--- src/rtl/cts_pkg.sv ---
// ----------------------------------------------------------------------------
// cts_pkg
// Shared types and constants of the cosine top-k vector store: sizes, field
// widths, status and action codes, and the command word of the hit list.
// ----------------------------------------------------------------------------
package cts_pkg;

  localparam int MAX_ENTRIES = 256;
  localparam int MAX_LENGTH  = 64;
  localparam int MAX_HITS    = 16;

  // Fixed field widths.
  localparam int ELEM_W    = 16;
  localparam int KEY_W     = 32;
  localparam int SIZE_W    = 48;
  localparam int TIME_W    = 40;
  localparam int SCORE_W   = 16;
  localparam int RANK_W    = 4;
  localparam int STATUS_W  = 3;
  localparam int ACTION_W  = 2;
  localparam int LEN_CFG_W = 7;
  localparam int LIM_W     = 5;
  localparam int CFG_IDX_W = 4;
  localparam int CFG_DAT_W = 7;
  localparam int FRAC      = 14;

  // Derived widths.
  localparam int SLOT_W  = (MAX_ENTRIES > 1) ? $clog2(MAX_ENTRIES) : 1;
  localparam int SCAN_W  = $clog2(MAX_ENTRIES + 1);
  localparam int IDX_W   = (MAX_LENGTH > 1) ? $clog2(MAX_LENGTH) : 1;
  localparam int CNT_RAW = $clog2(MAX_LENGTH + 2);
  localparam int CNT_W   = (CNT_RAW > LEN_CFG_W) ? CNT_RAW : LEN_CFG_W;
  localparam int ELEM_AW = (MAX_ENTRIES * MAX_LENGTH > 1) ?
                           $clog2(MAX_ENTRIES * MAX_LENGTH) : 1;
  localparam int HIT_W   = (MAX_HITS > 1) ? $clog2(MAX_HITS) : 1;
  localparam int HCNT_W  = $clog2(MAX_HITS + 1);
  localparam int DOT_W   = 2 * ELEM_W + IDX_W;
  localparam int NORM_W  = 2 * ELEM_W - 1 + IDX_W;
  localparam int PROD_W  = 2 * NORM_W;
  localparam int SHIFT   = 2 * FRAC;
  localparam int QW      = SHIFT + 1;
  localparam int ROOT_W  = FRAC + 1;

  typedef enum logic [ACTION_W-1:0] {
    ACT_ADD    = 2'd0,
    ACT_REMOVE = 2'd1,
    ACT_QUERY  = 2'd2,
    ACT_NONE   = 2'd3
  } action_e;

  typedef enum logic [STATUS_W-1:0] {
    ST_ADDED    = 3'd0,
    ST_UPDATED  = 3'd1,
    ST_REMOVED  = 3'd2,
    ST_ABSENT   = 3'd3,
    ST_HIT      = 3'd4,
    ST_EMPTY    = 3'd5,
    ST_REJECTED = 3'd6
  } status_e;

  localparam logic [CFG_IDX_W-1:0] CFG_VECTOR_LENGTH = 4'd0;
  localparam logic [CFG_IDX_W-1:0] CFG_RESULT_LIMIT  = 4'd1;

  typedef struct packed {
    logic [KEY_W-1:0]  key;
    logic [SIZE_W-1:0] fsize;
    logic [TIME_W-1:0] mtime;
  } meta_t;

  typedef struct packed {
    logic                      clear;
    logic                      insert;
    logic signed [SCORE_W-1:0] score;
    logic [SLOT_W-1:0]         slot;
  } topk_cmd_t;

endpackage

--- src/rtl/cts_topk.sv ---
// ----------------------------------------------------------------------------
// cts_topk
// Sorted list of the best scores seen in a search, best first. Slots arrive
// in ascending order, so a new score goes behind every equal score.
// ----------------------------------------------------------------------------
module cts_topk (
  input  logic                               clk_i,
  input  logic                               rst_ni,
  input  cts_pkg::topk_cmd_t                 cmd_i,
  input  logic [cts_pkg::HIT_W-1:0]          rd_rank_i,
  output logic signed [cts_pkg::SCORE_W-1:0] rd_score_o,
  output logic [cts_pkg::SLOT_W-1:0]         rd_slot_o,
  output logic [cts_pkg::HCNT_W-1:0]         fill_o
);

  localparam int N = cts_pkg::MAX_HITS;

  logic signed [cts_pkg::SCORE_W-1:0] score_q [N];
  logic signed [cts_pkg::SCORE_W-1:0] score_d [N];
  logic [cts_pkg::SLOT_W-1:0]         slot_q  [N];
  logic [cts_pkg::SLOT_W-1:0]         slot_d  [N];
  logic [cts_pkg::HCNT_W-1:0]         fill_q, fill_d;
  logic [N-1:0]                       ahead;

  // An entry stays ahead of the newcomer when it is filled and not worse.
  always_comb begin
    for (int i = 0; i < N; i++) begin
      ahead[i] = (cts_pkg::HCNT_W'(i) < fill_q) && (score_q[i] >= cmd_i.score);
    end
  end

  always_comb begin
    score_d[0] = ahead[0] ? score_q[0] : cmd_i.score;
    slot_d[0]  = ahead[0] ? slot_q[0]  : cmd_i.slot;
    for (int i = 1; i < N; i++) begin
      if (ahead[i]) begin
        score_d[i] = score_q[i];
        slot_d[i]  = slot_q[i];
      end else if (ahead[i-1]) begin
        score_d[i] = cmd_i.score;
        slot_d[i]  = cmd_i.slot;
      end else begin
        score_d[i] = score_q[i-1];
        slot_d[i]  = slot_q[i-1];
      end
    end
    fill_d = fill_q;
    if (cmd_i.clear) begin
      fill_d = '0;
    end else if (cmd_i.insert && fill_q != cts_pkg::HCNT_W'(N)) begin
      fill_d = fill_q + 1'b1;
    end
  end

  always_ff @(posedge clk_i or negedge rst_ni) begin
    if (!rst_ni) begin
      fill_q <= '0;
    end else begin
      fill_q <= fill_d;
    end
  end

  always_ff @(posedge clk_i) begin
    if (cmd_i.insert) begin
      for (int i = 0; i < N; i++) begin
        score_q[i] <= score_d[i];
        slot_q[i]  <= slot_d[i];
      end
    end
  end

  assign rd_score_o = score_q[rd_rank_i];
  assign rd_slot_o  = slot_q[rd_rank_i];
  assign fill_o     = fill_q;

endmodule
--- config.mk ---
export PLATFORM = sky130hd
export DESIGN_NAME = cts_topk
export DESIGN_NICKNAME = d
export VERILOG_FILES = /design/src/rtl/cts_pkg.sv /design/src/rtl/cts_topk.sv
export SDC_FILE = /design/constraint.sdc
export NUM_CORES = 1
export LEC_CHECK = 0
export CAP_MARGIN = 20
export CORE_UTILIZATION = 45
export DETAILED_ROUTE_END_ITERATION = 6
export DONT_BUFFER_PORTS = 1
export PLACE_DENSITY = 0.65
export SLEW_MARGIN = 20
export SYNTH_ARGS = -nofsm -noshare
export SYNTH_HDL_FRONTEND = slang
export SYNTH_SLANG_ARGS = --single-unit
--- constraint.sdc ---
create_clock -name clk_i -period 6.9 [get_ports clk_i]
set_clock_uncertainty 0.1 [all_clocks]
set_input_delay 1.035 -clock clk_i [delete_from_list [all_inputs] [get_ports clk_i]]
set_output_delay 1.035 -clock clk_i [all_outputs]
set_load 0.05 [all_outputs]
==> reports/metrics.cfg <==
[outcome]
run_status=completed

[placed_design]
hpwlAfterDp_um=55300
gp_congestion=1.04
place_inst=2359
placed_area_um2=25800
io_buffer_count=0

[cts]
postCtsSetupBuffers=0
clock_sinks=389
htreeDepth=2
cts_tree=done
clockBufferDepth=3
cts_buffers=45
cts-resized-gates=0
hold_buffers=0
path_clk_slew_ps=60
clock-root-buffer=clkbuf_16
clk_latency_ps=590

[synth]
synth_top_area_share_pct=46.3
synthCells=1722
synth_top_flop_cell=edfxtp_1
yosysUniqueCellTypes=59
yosysSeqAreaShare_pct=46.8
yosysTopAreaCell=edfxtp_1
synth_simple_gate_area_share_pct=4.88
synth-compound-area-share_pct=5.60
ys_ff_latch=389
yosys-top-cells-area=edfxtp_1, mux2_2, ha_1, mux4_2, a21oi_1
yosys.area_share.adder_pct=12.9
synth_top_family_by_area=multiplexers
synth_edf_count=384
syn_nets=2012
synth_warnings=0
avgSynthCellArea_um2=14.5
synth_mux_area_share_pct=27.2
async_reset_ff_share_pct=1.29
synth-xor-area-share_pct=0.422
syn_area_um2=24900

[floorplanning]
core_area_um2=54200
io_pins=61
chipHeight_um=237
start_util_pct=46.0
die_x_um=237
fp.dieArea_um2=56300
fp-row-count=85

[sta]
finalCritPeriodShare_pct=64.4
relSlewSlack_pct=20.7
min_period_ps=4440
finalSetupViolCount=0
max_slew.worst_pin.slew_ps=1190
clock.fmax_ghz=0.225
drv_slew=0
hold_viol=0
rsz0062_at_grt=false
fin_tns_setup_ps=0

[cells_and_area]
design_area_um2=27200
fin_nets=2000
multi_input_area_um2=12900
stdcell_count=2439
area_delta_synth_final_pct=9.00
num_antenna_cells=0
drive_above_1_share_pct=34.1
ff_latch_area_um2=11700
utilization_pct=50.1
fillCellCount=4542

[worst_setup_path]
required_ps=7000
crit_type=in -> reg
timing.rr.start=fill_o[4]
r2r_cells=6
reg2reg_to=score_q[2][5]
crit_arrival_ps=4540
end_kind=register
critPathMaxFanout=24
r2r_slack_ps=2940
crit_path_start_kind=input port

[detailed_routing]
first_pass_iters=5
wl_per_cell_um=33.9
vias=16701
drc=0
drt_iter0_markers=1740
wl_um=82700
drtAntennaViolNets=0
viasPerCell=6.85

[global_routing]
grt.overflow.total=0
grt_pass1_wl_um=119000
antenna_found_initial=1
grt.total_usage_pct=29.6
grt_pass1_vias=16579
grt_max_degree=97

[power_and_ir_drop]
ir_worst_vdd_uv=163
cellLeakagePower_uw=0.0101
power_density_nw_per_um2=231

[flow_run]
drv_cap=0

[hold_path]
min_path_type=in -> async

==> cell usage after synthesis, types with 6 or more instances <==
master	n
edfxtp_1	384
mux2_2	356
ha_1	258
mux4_2	120
a21oi_1	100
clkbuf_1	57
nand4_1	48
nand2_1	44
inv_1	40
a21o_1	33
nand3_1	32
nor2_1	27
buf_2	26
o21ai_0	24
nor2b_1	16
and2_1	14
nor3_1	12
o211ai_1	12
xor2_1	10
nand2b_1	9
a2111oi_0	8
nor4_1	7
o21ai_1	7
a211oi_1	6
==> per-stage QoR <==
step | power [uW] | worst slack [ps] | hold slack (ps)
after global placement | 4020 | 1780 | 448
after global routing | 6480 | 2410 | 20.5
after detailed placement | 4050 | 1960 | 459
final | 6280 | 2460 | 36.2
after CTS | 6290 | 2570 | 18.6
after floorplan | 3720 | 1920 | 444
==> how the worst max path moves through the flow <==
stage / from / end
final: cmd_i[23] / score_q[14][10]
after global routing: cmd_i[13] / score_q[7][14]
after CTS: cmd_i[23] / slot_q[14][0]
after detailed placement: cmd_i[23] / score_q[14][10]
after global placement: cmd_i[23] / score_q[7][15]
after floorplan: cmd_i[23] / score_q[15][0]
==> cell families (layout without fill, tap and decap cells) <==
| family | Yosys count | count (layout) |
|---|---|---|
| AND/OR/NAND/NOR | 226 | 226 |
| AO/OA/AOI/OAI | 223 | 223 |
| XOR/XNOR | 12 | 12 |
| multiplexers | 482 | 482 |
| flip-flops | 389 | 389 |
| adder cells (fa/ha/maj) | 258 | 258 |
| buffers and inverters | 132 | 153 |
==> area by class of cell <==
| class | count | share of cell area, % |
|---|---|---|
| multi-input combinational | 1201 | 47.4 |
| sequential | 389 | 42.9 |
| clock buffer | 57 | 4.31 |
| tap | 696 | 3.20 |
| timing repair buffer | 33 | 0.985 |
| clock inverter | 23 | 0.658 |
| inverter | 40 | 0.552 |
==> critical path: stages <==
cell      delay, ps
inv_1           530
ha_1            360
nand4_1         350
or4_1           670
o211ai_1        280
xnor2_1         170
o21ai_4         150
and2_2          960
==> state kept, by name, summed over array words and instances, names as in the netlist <==
| register | cells |
|---|---|
| slot_q | 128 |
| fill_o | 5 |
| score_q | 256 |
==> placed cells by master (no fill, tap or decap), types with 8 or more instances in the layout <==
cell,count
mux2_2,356
nand4_1,48
edfxtp_1,384
nand2_1,44
nand3_1,32
nor3_1,11
nor2b_1,14
o211ai_1,12
o21ai_4,8
xor2_1,10
clkbuf_16,45
a21o_1,33
a21oi_1,99
a2111oi_0,8
clkbuf_1,12
nor2_1,27
nand2b_1,9
o21ai_0,24
inv_1,40
buf_4,32
clkinv_1,12
mux4_2,120
ha_1,258
==> layer usage <==
metal  global-route usage (%)  up-vias  routed length [um]
met1                     40.8     8659               34500
li1                         -     6980                   -
met2                     46.4      903               37800
met5                        0        -                   0
met4                     11.4        0                3320
met3                     5.64      159                7080
==> power by group <==
group          internal (uW)  switching [uW]
Clock                   1270             986
Combinational            456             600
Sequential              2820             154
Total                   4550            1740
Note: power is estimated with default switching activity, not from simulation.
