### config.mk
export PLATFORM = sky130hd
export DESIGN_NAME = cts_cosine
export DESIGN_NICKNAME = d
export VERILOG_FILES = /design/src/rtl/cts_pkg.sv /design/src/rtl/cts_cosine.sv
export SDC_FILE = /design/constraint.sdc
export NUM_CORES = 2
export LEC_CHECK = 0
export ABC_AREA = 1
export BUFFER_PORTS_ARGS = -buffer_cell sky130_fd_sc_hd__buf_2
export CORE_ASPECT_RATIO = 0.7
export CORE_MARGIN = 3
export CORE_UTILIZATION = 45
export DETAILED_ROUTE_END_ITERATION = 7
export PLACE_DENSITY = 0.66
export SYNTH_ARGS = -nofsm -noshare
export SYNTH_HDL_FRONTEND = slang
export SYNTH_SLANG_ARGS = --single-unit
### constraint.sdc
create_clock -name clk_i -period 10.5 [get_ports clk_i]
set_input_delay 2.1 -clock clk_i [delete_from_list [all_inputs] [get_ports clk_i]]
set_output_delay 2.1 -clock clk_i [all_outputs]
set_load 0.02 [all_outputs]
### src/rtl/cts_pkg.sv
// ----------------------------------------------------------------------------
// cts_pkg
// Shared types and constants of the cosine top-k vector store: sizes, field
// widths, status and action codes, and the command word of the hit list.
// ----------------------------------------------------------------------------
package cts_pkg;

  localparam int MAX_ENTRIES = 256;
  localparam int MAX_LENGTH  = 64;
  localparam int MAX_HITS    = 16;

  // Fixed field widths.
  localparam int ELEM_W    = 16;
  localparam int KEY_W     = 32;
  localparam int SIZE_W    = 48;
  localparam int TIME_W    = 40;
  localparam int SCORE_W   = 16;
  localparam int RANK_W    = 4;
  localparam int STATUS_W  = 3;
  localparam int ACTION_W  = 2;
  localparam int LEN_CFG_W = 7;
  localparam int LIM_W     = 5;
  localparam int CFG_IDX_W = 4;
  localparam int CFG_DAT_W = 7;
  localparam int FRAC      = 14;

  // Derived widths.
  localparam int SLOT_W  = (MAX_ENTRIES > 1) ? $clog2(MAX_ENTRIES) : 1;
  localparam int SCAN_W  = $clog2(MAX_ENTRIES + 1);
  localparam int IDX_W   = (MAX_LENGTH > 1) ? $clog2(MAX_LENGTH) : 1;
  localparam int CNT_RAW = $clog2(MAX_LENGTH + 2);
  localparam int CNT_W   = (CNT_RAW > LEN_CFG_W) ? CNT_RAW : LEN_CFG_W;
  localparam int ELEM_AW = (MAX_ENTRIES * MAX_LENGTH > 1) ?
                           $clog2(MAX_ENTRIES * MAX_LENGTH) : 1;
  localparam int HIT_W   = (MAX_HITS > 1) ? $clog2(MAX_HITS) : 1;
  localparam int HCNT_W  = $clog2(MAX_HITS + 1);
  localparam int DOT_W   = 2 * ELEM_W + IDX_W;
  localparam int NORM_W  = 2 * ELEM_W - 1 + IDX_W;
  localparam int PROD_W  = 2 * NORM_W;
  localparam int SHIFT   = 2 * FRAC;
  localparam int QW      = SHIFT + 1;
  localparam int ROOT_W  = FRAC + 1;

  typedef enum logic [ACTION_W-1:0] {
    ACT_ADD    = 2'd0,
    ACT_REMOVE = 2'd1,
    ACT_QUERY  = 2'd2,
    ACT_NONE   = 2'd3
  } action_e;

  typedef enum logic [STATUS_W-1:0] {
    ST_ADDED    = 3'd0,
    ST_UPDATED  = 3'd1,
    ST_REMOVED  = 3'd2,
    ST_ABSENT   = 3'd3,
    ST_HIT      = 3'd4,
    ST_EMPTY    = 3'd5,
    ST_REJECTED = 3'd6
  } status_e;

  localparam logic [CFG_IDX_W-1:0] CFG_VECTOR_LENGTH = 4'd0;
  localparam logic [CFG_IDX_W-1:0] CFG_RESULT_LIMIT  = 4'd1;

  typedef struct packed {
    logic [KEY_W-1:0]  key;
    logic [SIZE_W-1:0] fsize;
    logic [TIME_W-1:0] mtime;
  } meta_t;

  typedef struct packed {
    logic                      clear;
    logic                      insert;
    logic signed [SCORE_W-1:0] score;
    logic [SLOT_W-1:0]         slot;
  } topk_cmd_t;

endpackage

### src/rtl/cts_cosine.sv
// ----------------------------------------------------------------------------
// cts_cosine
// Multi-cycle cosine scorer: squares the dot product and multiplies the two
// norms by shift-and-add, divides bit-serially, then takes an integer square
// root one bit per cycle. Result is signed Q1.14.
// ----------------------------------------------------------------------------
module cts_cosine (
  input  logic                               clk_i,
  input  logic                               rst_ni,
  input  logic                               start_i,
  input  logic signed [cts_pkg::DOT_W-1:0]   dot_i,
  input  logic [cts_pkg::NORM_W-1:0]         na_i,
  input  logic [cts_pkg::NORM_W-1:0]         nb_i,
  output logic                               done_o,
  output logic signed [cts_pkg::SCORE_W-1:0] score_o
);

  localparam int NW = cts_pkg::NORM_W;
  localparam int PW = cts_pkg::PROD_W;
  localparam int QW = cts_pkg::QW;
  localparam int RW = cts_pkg::ROOT_W;
  localparam int SW = cts_pkg::SCORE_W;
  localparam int CW = $clog2(((NW > QW) ? NW : QW) + 1);

  typedef enum logic [4:0] {
    C_IDLE = 5'b00001,
    C_MUL  = 5'b00010,
    C_DIV  = 5'b00100,
    C_SQRT = 5'b01000,
    C_DONE = 5'b10000
  } cos_state_e;

  cos_state_e state_q, state_d;
  logic          neg_q, neg_d;
  logic [NW-1:0] mpa_q, mpa_d, mpb_q, mpb_d;
  logic [PW-1:0] mca_q, mca_d, mcb_q, mcb_d;
  logic [PW-1:0] dsq_q, dsq_d, p_q, p_d;
  logic [PW:0]   rem_q, rem_d;
  logic [QW-1:0] dbits_q, dbits_d, quo_q, quo_d;
  logic [RW-1:0] root_q, root_d, mask_q, mask_d;
  logic [CW-1:0] cnt_q, cnt_d;
  logic signed [SW-1:0] score_q, score_d;

  logic [cts_pkg::DOT_W-1:0] dot_abs;
  logic [PW:0]               rem_sh;
  logic [RW-1:0]             trial;
  logic [2*RW-1:0]           trial_sq;

  assign dot_abs  = dot_i[cts_pkg::DOT_W-1] ? -dot_i : dot_i;
  assign rem_sh   = {rem_q[PW-1:0], dbits_q[QW-1]};
  assign trial    = root_q | mask_q;
  assign trial_sq = trial * trial;

  always_comb begin
    state_d = state_q;
    neg_d   = neg_q;
    mpa_d   = mpa_q;
    mpb_d   = mpb_q;
    mca_d   = mca_q;
    mcb_d   = mcb_q;
    dsq_d   = dsq_q;
    p_d     = p_q;
    rem_d   = rem_q;
    dbits_d = dbits_q;
    quo_d   = quo_q;
    root_d  = root_q;
    mask_d  = mask_q;
    cnt_d   = cnt_q;
    score_d = score_q;
    case (state_q)
      C_IDLE: begin
        if (start_i) begin
          if (na_i == '0 || nb_i == '0) begin
            score_d = '0;
            state_d = C_DONE;
          end else begin
            neg_d   = dot_i[cts_pkg::DOT_W-1];
            mpa_d   = dot_abs[NW-1:0];
            mca_d   = PW'(dot_abs[NW-1:0]);
            mpb_d   = na_i;
            mcb_d   = PW'(nb_i);
            dsq_d   = '0;
            p_d     = '0;
            cnt_d   = CW'(NW);
            state_d = C_MUL;
          end
        end
      end
      C_MUL: begin
        if (cnt_q == '0) begin
          // The squared dot never exceeds the norm product, so the quotient
          // fits in QW bits and the first partial remainder is below p.
          rem_d   = {1'b0, dsq_q >> 1};
          dbits_d = {dsq_q[0], {cts_pkg::SHIFT{1'b0}}};
          quo_d   = '0;
          cnt_d   = CW'(QW);
          state_d = C_DIV;
        end else begin
          if (mpa_q[0]) dsq_d = dsq_q + mca_q;
          if (mpb_q[0]) p_d = p_q + mcb_q;
          mpa_d = mpa_q >> 1;
          mpb_d = mpb_q >> 1;
          mca_d = mca_q << 1;
          mcb_d = mcb_q << 1;
          cnt_d = cnt_q - 1'b1;
        end
      end
      C_DIV: begin
        if (cnt_q == '0) begin
          root_d  = '0;
          mask_d  = RW'(1) << (RW - 1);
          state_d = C_SQRT;
        end else begin
          if (rem_sh >= {1'b0, p_q}) begin
            rem_d = rem_sh - {1'b0, p_q};
            quo_d = {quo_q[QW-2:0], 1'b1};
          end else begin
            rem_d = rem_sh;
            quo_d = {quo_q[QW-2:0], 1'b0};
          end
          dbits_d = dbits_q << 1;
          cnt_d   = cnt_q - 1'b1;
        end
      end
      C_SQRT: begin
        if (mask_q == '0) begin
          score_d = neg_q ? -SW'(root_q) : SW'(root_q);
          state_d = C_DONE;
        end else begin
          if (trial_sq <= (2*RW)'(quo_q)) root_d = trial;
          mask_d = mask_q >> 1;
        end
      end
      C_DONE: begin
        state_d = C_IDLE;
      end
      default: begin
        state_d = C_IDLE;
      end
    endcase
  end

  always_ff @(posedge clk_i or negedge rst_ni) begin
    if (!rst_ni) begin
      state_q <= C_IDLE;
      cnt_q   <= '0;
    end else begin
      state_q <= state_d;
      cnt_q   <= cnt_d;
    end
  end

  always_ff @(posedge clk_i) begin
    neg_q   <= neg_d;
    mpa_q   <= mpa_d;
    mpb_q   <= mpb_d;
    mca_q   <= mca_d;
    mcb_q   <= mcb_d;
    dsq_q   <= dsq_d;
    p_q     <= p_d;
    rem_q   <= rem_d;
    dbits_q <= dbits_d;
    quo_q   <= quo_d;
    root_q  <= root_d;
    mask_q  <= mask_d;
    score_q <= score_d;
  end

  assign done_o  = (state_q == C_DONE);
  assign score_o = score_q;

endmodule

==> summary by stage <==
Drt
The number of DRC violations after detailed routing is 0. The count of vias placed by the detailed router is 45.86k. The number of vias per cell is 5.462.

The routed wire length per instance is 21.13 µm. The final layout contains routed wiring with a total length of 177.4 mm. The sum of routed wire segments on met1 is 87.14 mm. The number of detailed-routing iterations run before antenna repair is 6. Once detail routing completed, the nets flagged for antenna violations numbered 0. The detailed router finished its first iteration with 5683 violations. The total met2 wirelength after detailed routing is ~64 mm. The top routing layer in use is met5. In the detailed route, the total length drawn on met3 is 23.99 mm.

STA
The tightest slew margin relative to the limit is 9.953%. The number of setup violations in the final report is 0. The least setup slack across all paths after layout is 2116 ps.

After routing, the total negative slack on setup checks comes to 0 ps. The clock arrives with 41.38 ps of skew. Derived from the worst setup path, the maximum achievable clock frequency is 119.3 MHz. The number of slew-limit violations in the final report came to 0. The pin slew with the least headroom to its limit is between 1000 and 1500 ps. The share of the cycle needed by the critical path after routing is between 70% and 80%. Setup repair after global routing left no endpoint under its margin. The final critical delay including setup and external delays is around 8400 ps. The final number of hold-violating endpoints was 0.

Synthesis
The synthesized-area fraction occupied by and/or/nand/nor cells is 28.81%. The sequential-to-total area share from yosys stat is between 30% and 40%. The gate count after technology mapping is 6815.

By area the synthesized netlist is led by sky130_fd_sc_hd__edfxtp_1 33%, sky130_fd_sc_hd__nand2_1 14%, sky130_fd_sc_hd__inv_1 9.0%, sky130_fd_sc_hd__ha_1 8.8%, sky130_fd_sc_hd__nor2_1 7.7%. The synthesized netlist devotes 11.57% of its cell area to compound gates. The average instance in the mapped netlist occupies around 7.1 µm².

The portion of synthesized area spent on multiplexers is 0%. Summing the areas of all fa, ha and maj instances in the mapped netlist gives 14.69% of the synthesized area. The synthesized area is 48100 µm². After synthesis, the largest family of logic cells by area is simple AND/OR/NAND/NOR gates. The number of nets produced by synthesis is ~7.4k. During synthesis, Yosys emitted a total of 0 warnings.

The area share of the leading cell type in the synthesized netlist is 32.53%. The synthesized-area fraction occupied by xor and xnor cells is between 1.5 and 2%. The cell type with the largest total area after synthesis is sky130_fd_sc_hd__edfxtp_1. The distinct cell type count of the synthesized netlist is 55. Synthesis inferred 532 register bits.

Floorplan
The cell row count is 99. 132 I/O pins were placed. The die covers approximately 110000 µm². The width of the die is 396.8 µm. Measured along the y axis, the die boundary spans 279.5 µm. The total area inside the core boundary comes to 105200 µm². The effective utilization at floorplan is a little under half.

Worst setup path
The biggest fanout along the worst timing path is 15. The arrival time of data at the critical path endpoint is roughly 8700 ps. The most frequent cell on the critical path is sky130_fd_sc_hd__nand2_1.

The type of the setup path with the least slack is flop to flop. Setup slack on the worst reg-to-reg path comes out at 2120 ps. The worst reg2reg path depth is 32. The kind of start point of the critical path is a flop. In this run the critical register-to-register path is captured at root_q[1]. The longest individual stage delay on the worst path is between 800 and 900 ps. The worst register-to-register path begins at mask_q[14]. The largest individual stage delay along the critical path comes from the cell sky130_fd_sc_hd__nor2_1. The buffer and inverter count on the worst path is 6. The type of destination of the critical path is a flop. Broken down by cell family, the worst path's largest delay share belongs to adder cells. For the worst setup path, the data required time is 10840 ps.

Finish
The count of antenna diodes in the layout is 0. The post-route netlist has around 4.8% of its cells at a drive strength greater than 1. The library cells used most frequently in the layout, excluding fill and tap cells, are 1831 x sky130_fd_sc_hd__nand2_1, 1148 x sky130_fd_sc_hd__inv_1, 990 x sky130_fd_sc_hd__nor2_1. The number of standard cells in the layout, taps in and fillers out is between 8k and 9k.

The post-route standard cell area excluding fillers is roughly 52000 µm². The area growth from synthesis to layout is 8.782%. After filler insertion, the fill cell instance count of the layout stands at 10.70k.

For this run, the post-layout net count is 7526. The most common library cell in the layout ignoring fill and taps is sky130_fd_sc_hd__nand2_1.

CTS
The number of clock buffers added by TritonCTS is 60. The clock-pin transition on the worst setup and hold timing paths is 80 ps. The number of instances resized during post-cts repair is 0. After clock tree synthesis, the flow added hold-fix buffers numbering 0. The clock tree synthesis step divided the H-tree into 2 levels.

No sink is reached through more buffers than the 3 on the longest clock path. TritonCTS built the clock tree. Clock tree synthesis found a total of 532 sinks. The worst-skew pair later-pin latency is 690 ps. Buffers added to address setup during post-CTS repair amount to 0. The root cell of the clock tree is sky130_fd_sc_hd__clkbuf_16.

Placement
Timing analysis after detailed placement gives a worst setup slack of 2190 ps. The number of input and output port buffers inserted is 131. The sum of net half-perimeters after detailed placement is 147.2 mm. The weighted congestion at the end of routability-driven global placement is 1.075. The post-detailed-placement cell area is 50300 µm². The number of instances in the placed design is roughly 8.3k.

Run
The number of max-capacitance violations reported is 0.

Min path
The worst hold path passes through 2 cells. The worst min-delay path class is flop to flop. The worst hold path startpoint is cnt_q[0]. The worst-case hold path end point is cnt_q[0].

Run status
The flow ran to the end, and the final reports show no timing, DRC or antenna violations.

GRT
The wire length of the first global-routing pass is 264.5 mm. Entering global routing, the biggest net connects 81 pins. The remaining global-route overflow is 0. The global router's overall resource usage is 31.46%. The number of antenna violations at the first check in global routing came to 4. The via count of the first global-routing pass is 41.80k.

Pwr
The static power due to leakage is 24.17 nW. Power spread over the standard cell area amounts to ~340 nW/µm². The worst-case vdd ir drop is 0.0004320 V.
state kept, by name (all words and copies together), names as in the netlist:
signal	count
p_q	74
mca_q	74
dbits_q	1
mpa_q	37
dsq_q	74
root_q	15
score_o	16
neg_q	1
mpb_q	37
mcb_q	74
cnt_q	6
quo_q	29
mask_q	15
rem_q	74
state_q	5
cell type report:
type / instances / area [µm²] / share of cell area (%)
Multi-Input combinational cell: 4996 / 27250 / 52.09
Sequential cell: 532 / 15920 / 30.43
Inverter: 1169 / 4402 / 8.412
Tap cell: 1414 / 1769 / 3.381
Clock buffer: 72 / 1546 / 2.956
Timing Repair Buffer: 172 / 963.4 / 1.841
Clock inverter: 41 / 467.9 / 0.8943
cell usage after synthesis (all sizes together):
master	count
nor4	31
fa	141
a31o	1
xor2	30
buf	35
ha	339
o211ai	6
a21o	16
a31oi	12
clkbuf	83
dfrtp	10
and2	7
nand3	269
a21oi	537
nor3	79
xnor2	53
nand3b	81
nand2	1841
dfstp	1
a211oi	1
nand4	50
inv	1168
and3	2
o21bai	30
a21boi	12
o2111ai	1
o31ai	3
edfxtp	521
o21a	26
nand2b	1
or2	7
nor3b	2
a2111oi	1
nor2	1004
clkinv	1
o21ai	413
metal layers:
metal,global-route usage (%),up-vias
met3,10.51,137
met2,40.16,2189
met1,50.83,21340
met4,4.407,2
met5,0,-
li1,-,22200
worst register-to-register path: cells and delay by family, from the launching register on:
| family | cells | cell delay [ps] |
|---|---|---|
| buffers and inverters | 6 | 730 |
| and+or+nand+nor | 11 | 1850 |
| adders and majority gates | 8 | 3900 |
| AOI/OAI and AO/OA | 6 | 910 |
| DFF | 1 | 420 |
| xor gates and xnor gates | 1 | 230 |
cells by family (layout without fill, tap and decap cells):
logic type	count (synthesis)	after routing
AND/OR/NAND/NOR	3374	3374
buffers and inverters	1287	1454
adder cells (fa/ha/maj)	480	480
AO/OA/AOI/OAI	1059	1059
flip-flops	532	532
XOR/XNOR	83	83
worst max path at each step:
stage          startpoint          end  slack (ps)  cells past startpoint
5_1_grt        root_q[14]    root_q[1]        1530                     32
2_1_floorplan     start_i  dbits_q[28]         100                      5
4_1_cts         mask_q[9]    root_q[1]        2100                     32
3_3_place_gp    root_q[9]    root_q[4]        2250                     32
3_5_place_dp    mask_q[9]    root_q[4]        2190                     32
6_report       mask_q[14]    root_q[1]        2120                     32
per-stage QoR:
step | util, % | hold WS [ps] | power [mW]
global placement | 47.83 | 474.8 | 14.87
detailed placement | 47.83 | 484.6 | 14.89
CTS | 49.75 | 501.1 | 17.21
finish | 49.75 | 496.2 | 17.65
global route | 49.75 | 538.6 | 18.79
floorplan | - | 458.8 | 11.04
power by group:
part | internal (mW) | switching, mW
combinational | 2.89 | 8.21
clock | 1.24 | 0.996
sequential | 3.66 | 0.661
total | 7.78 | 9.87
(Power assumes the default switching activity.)
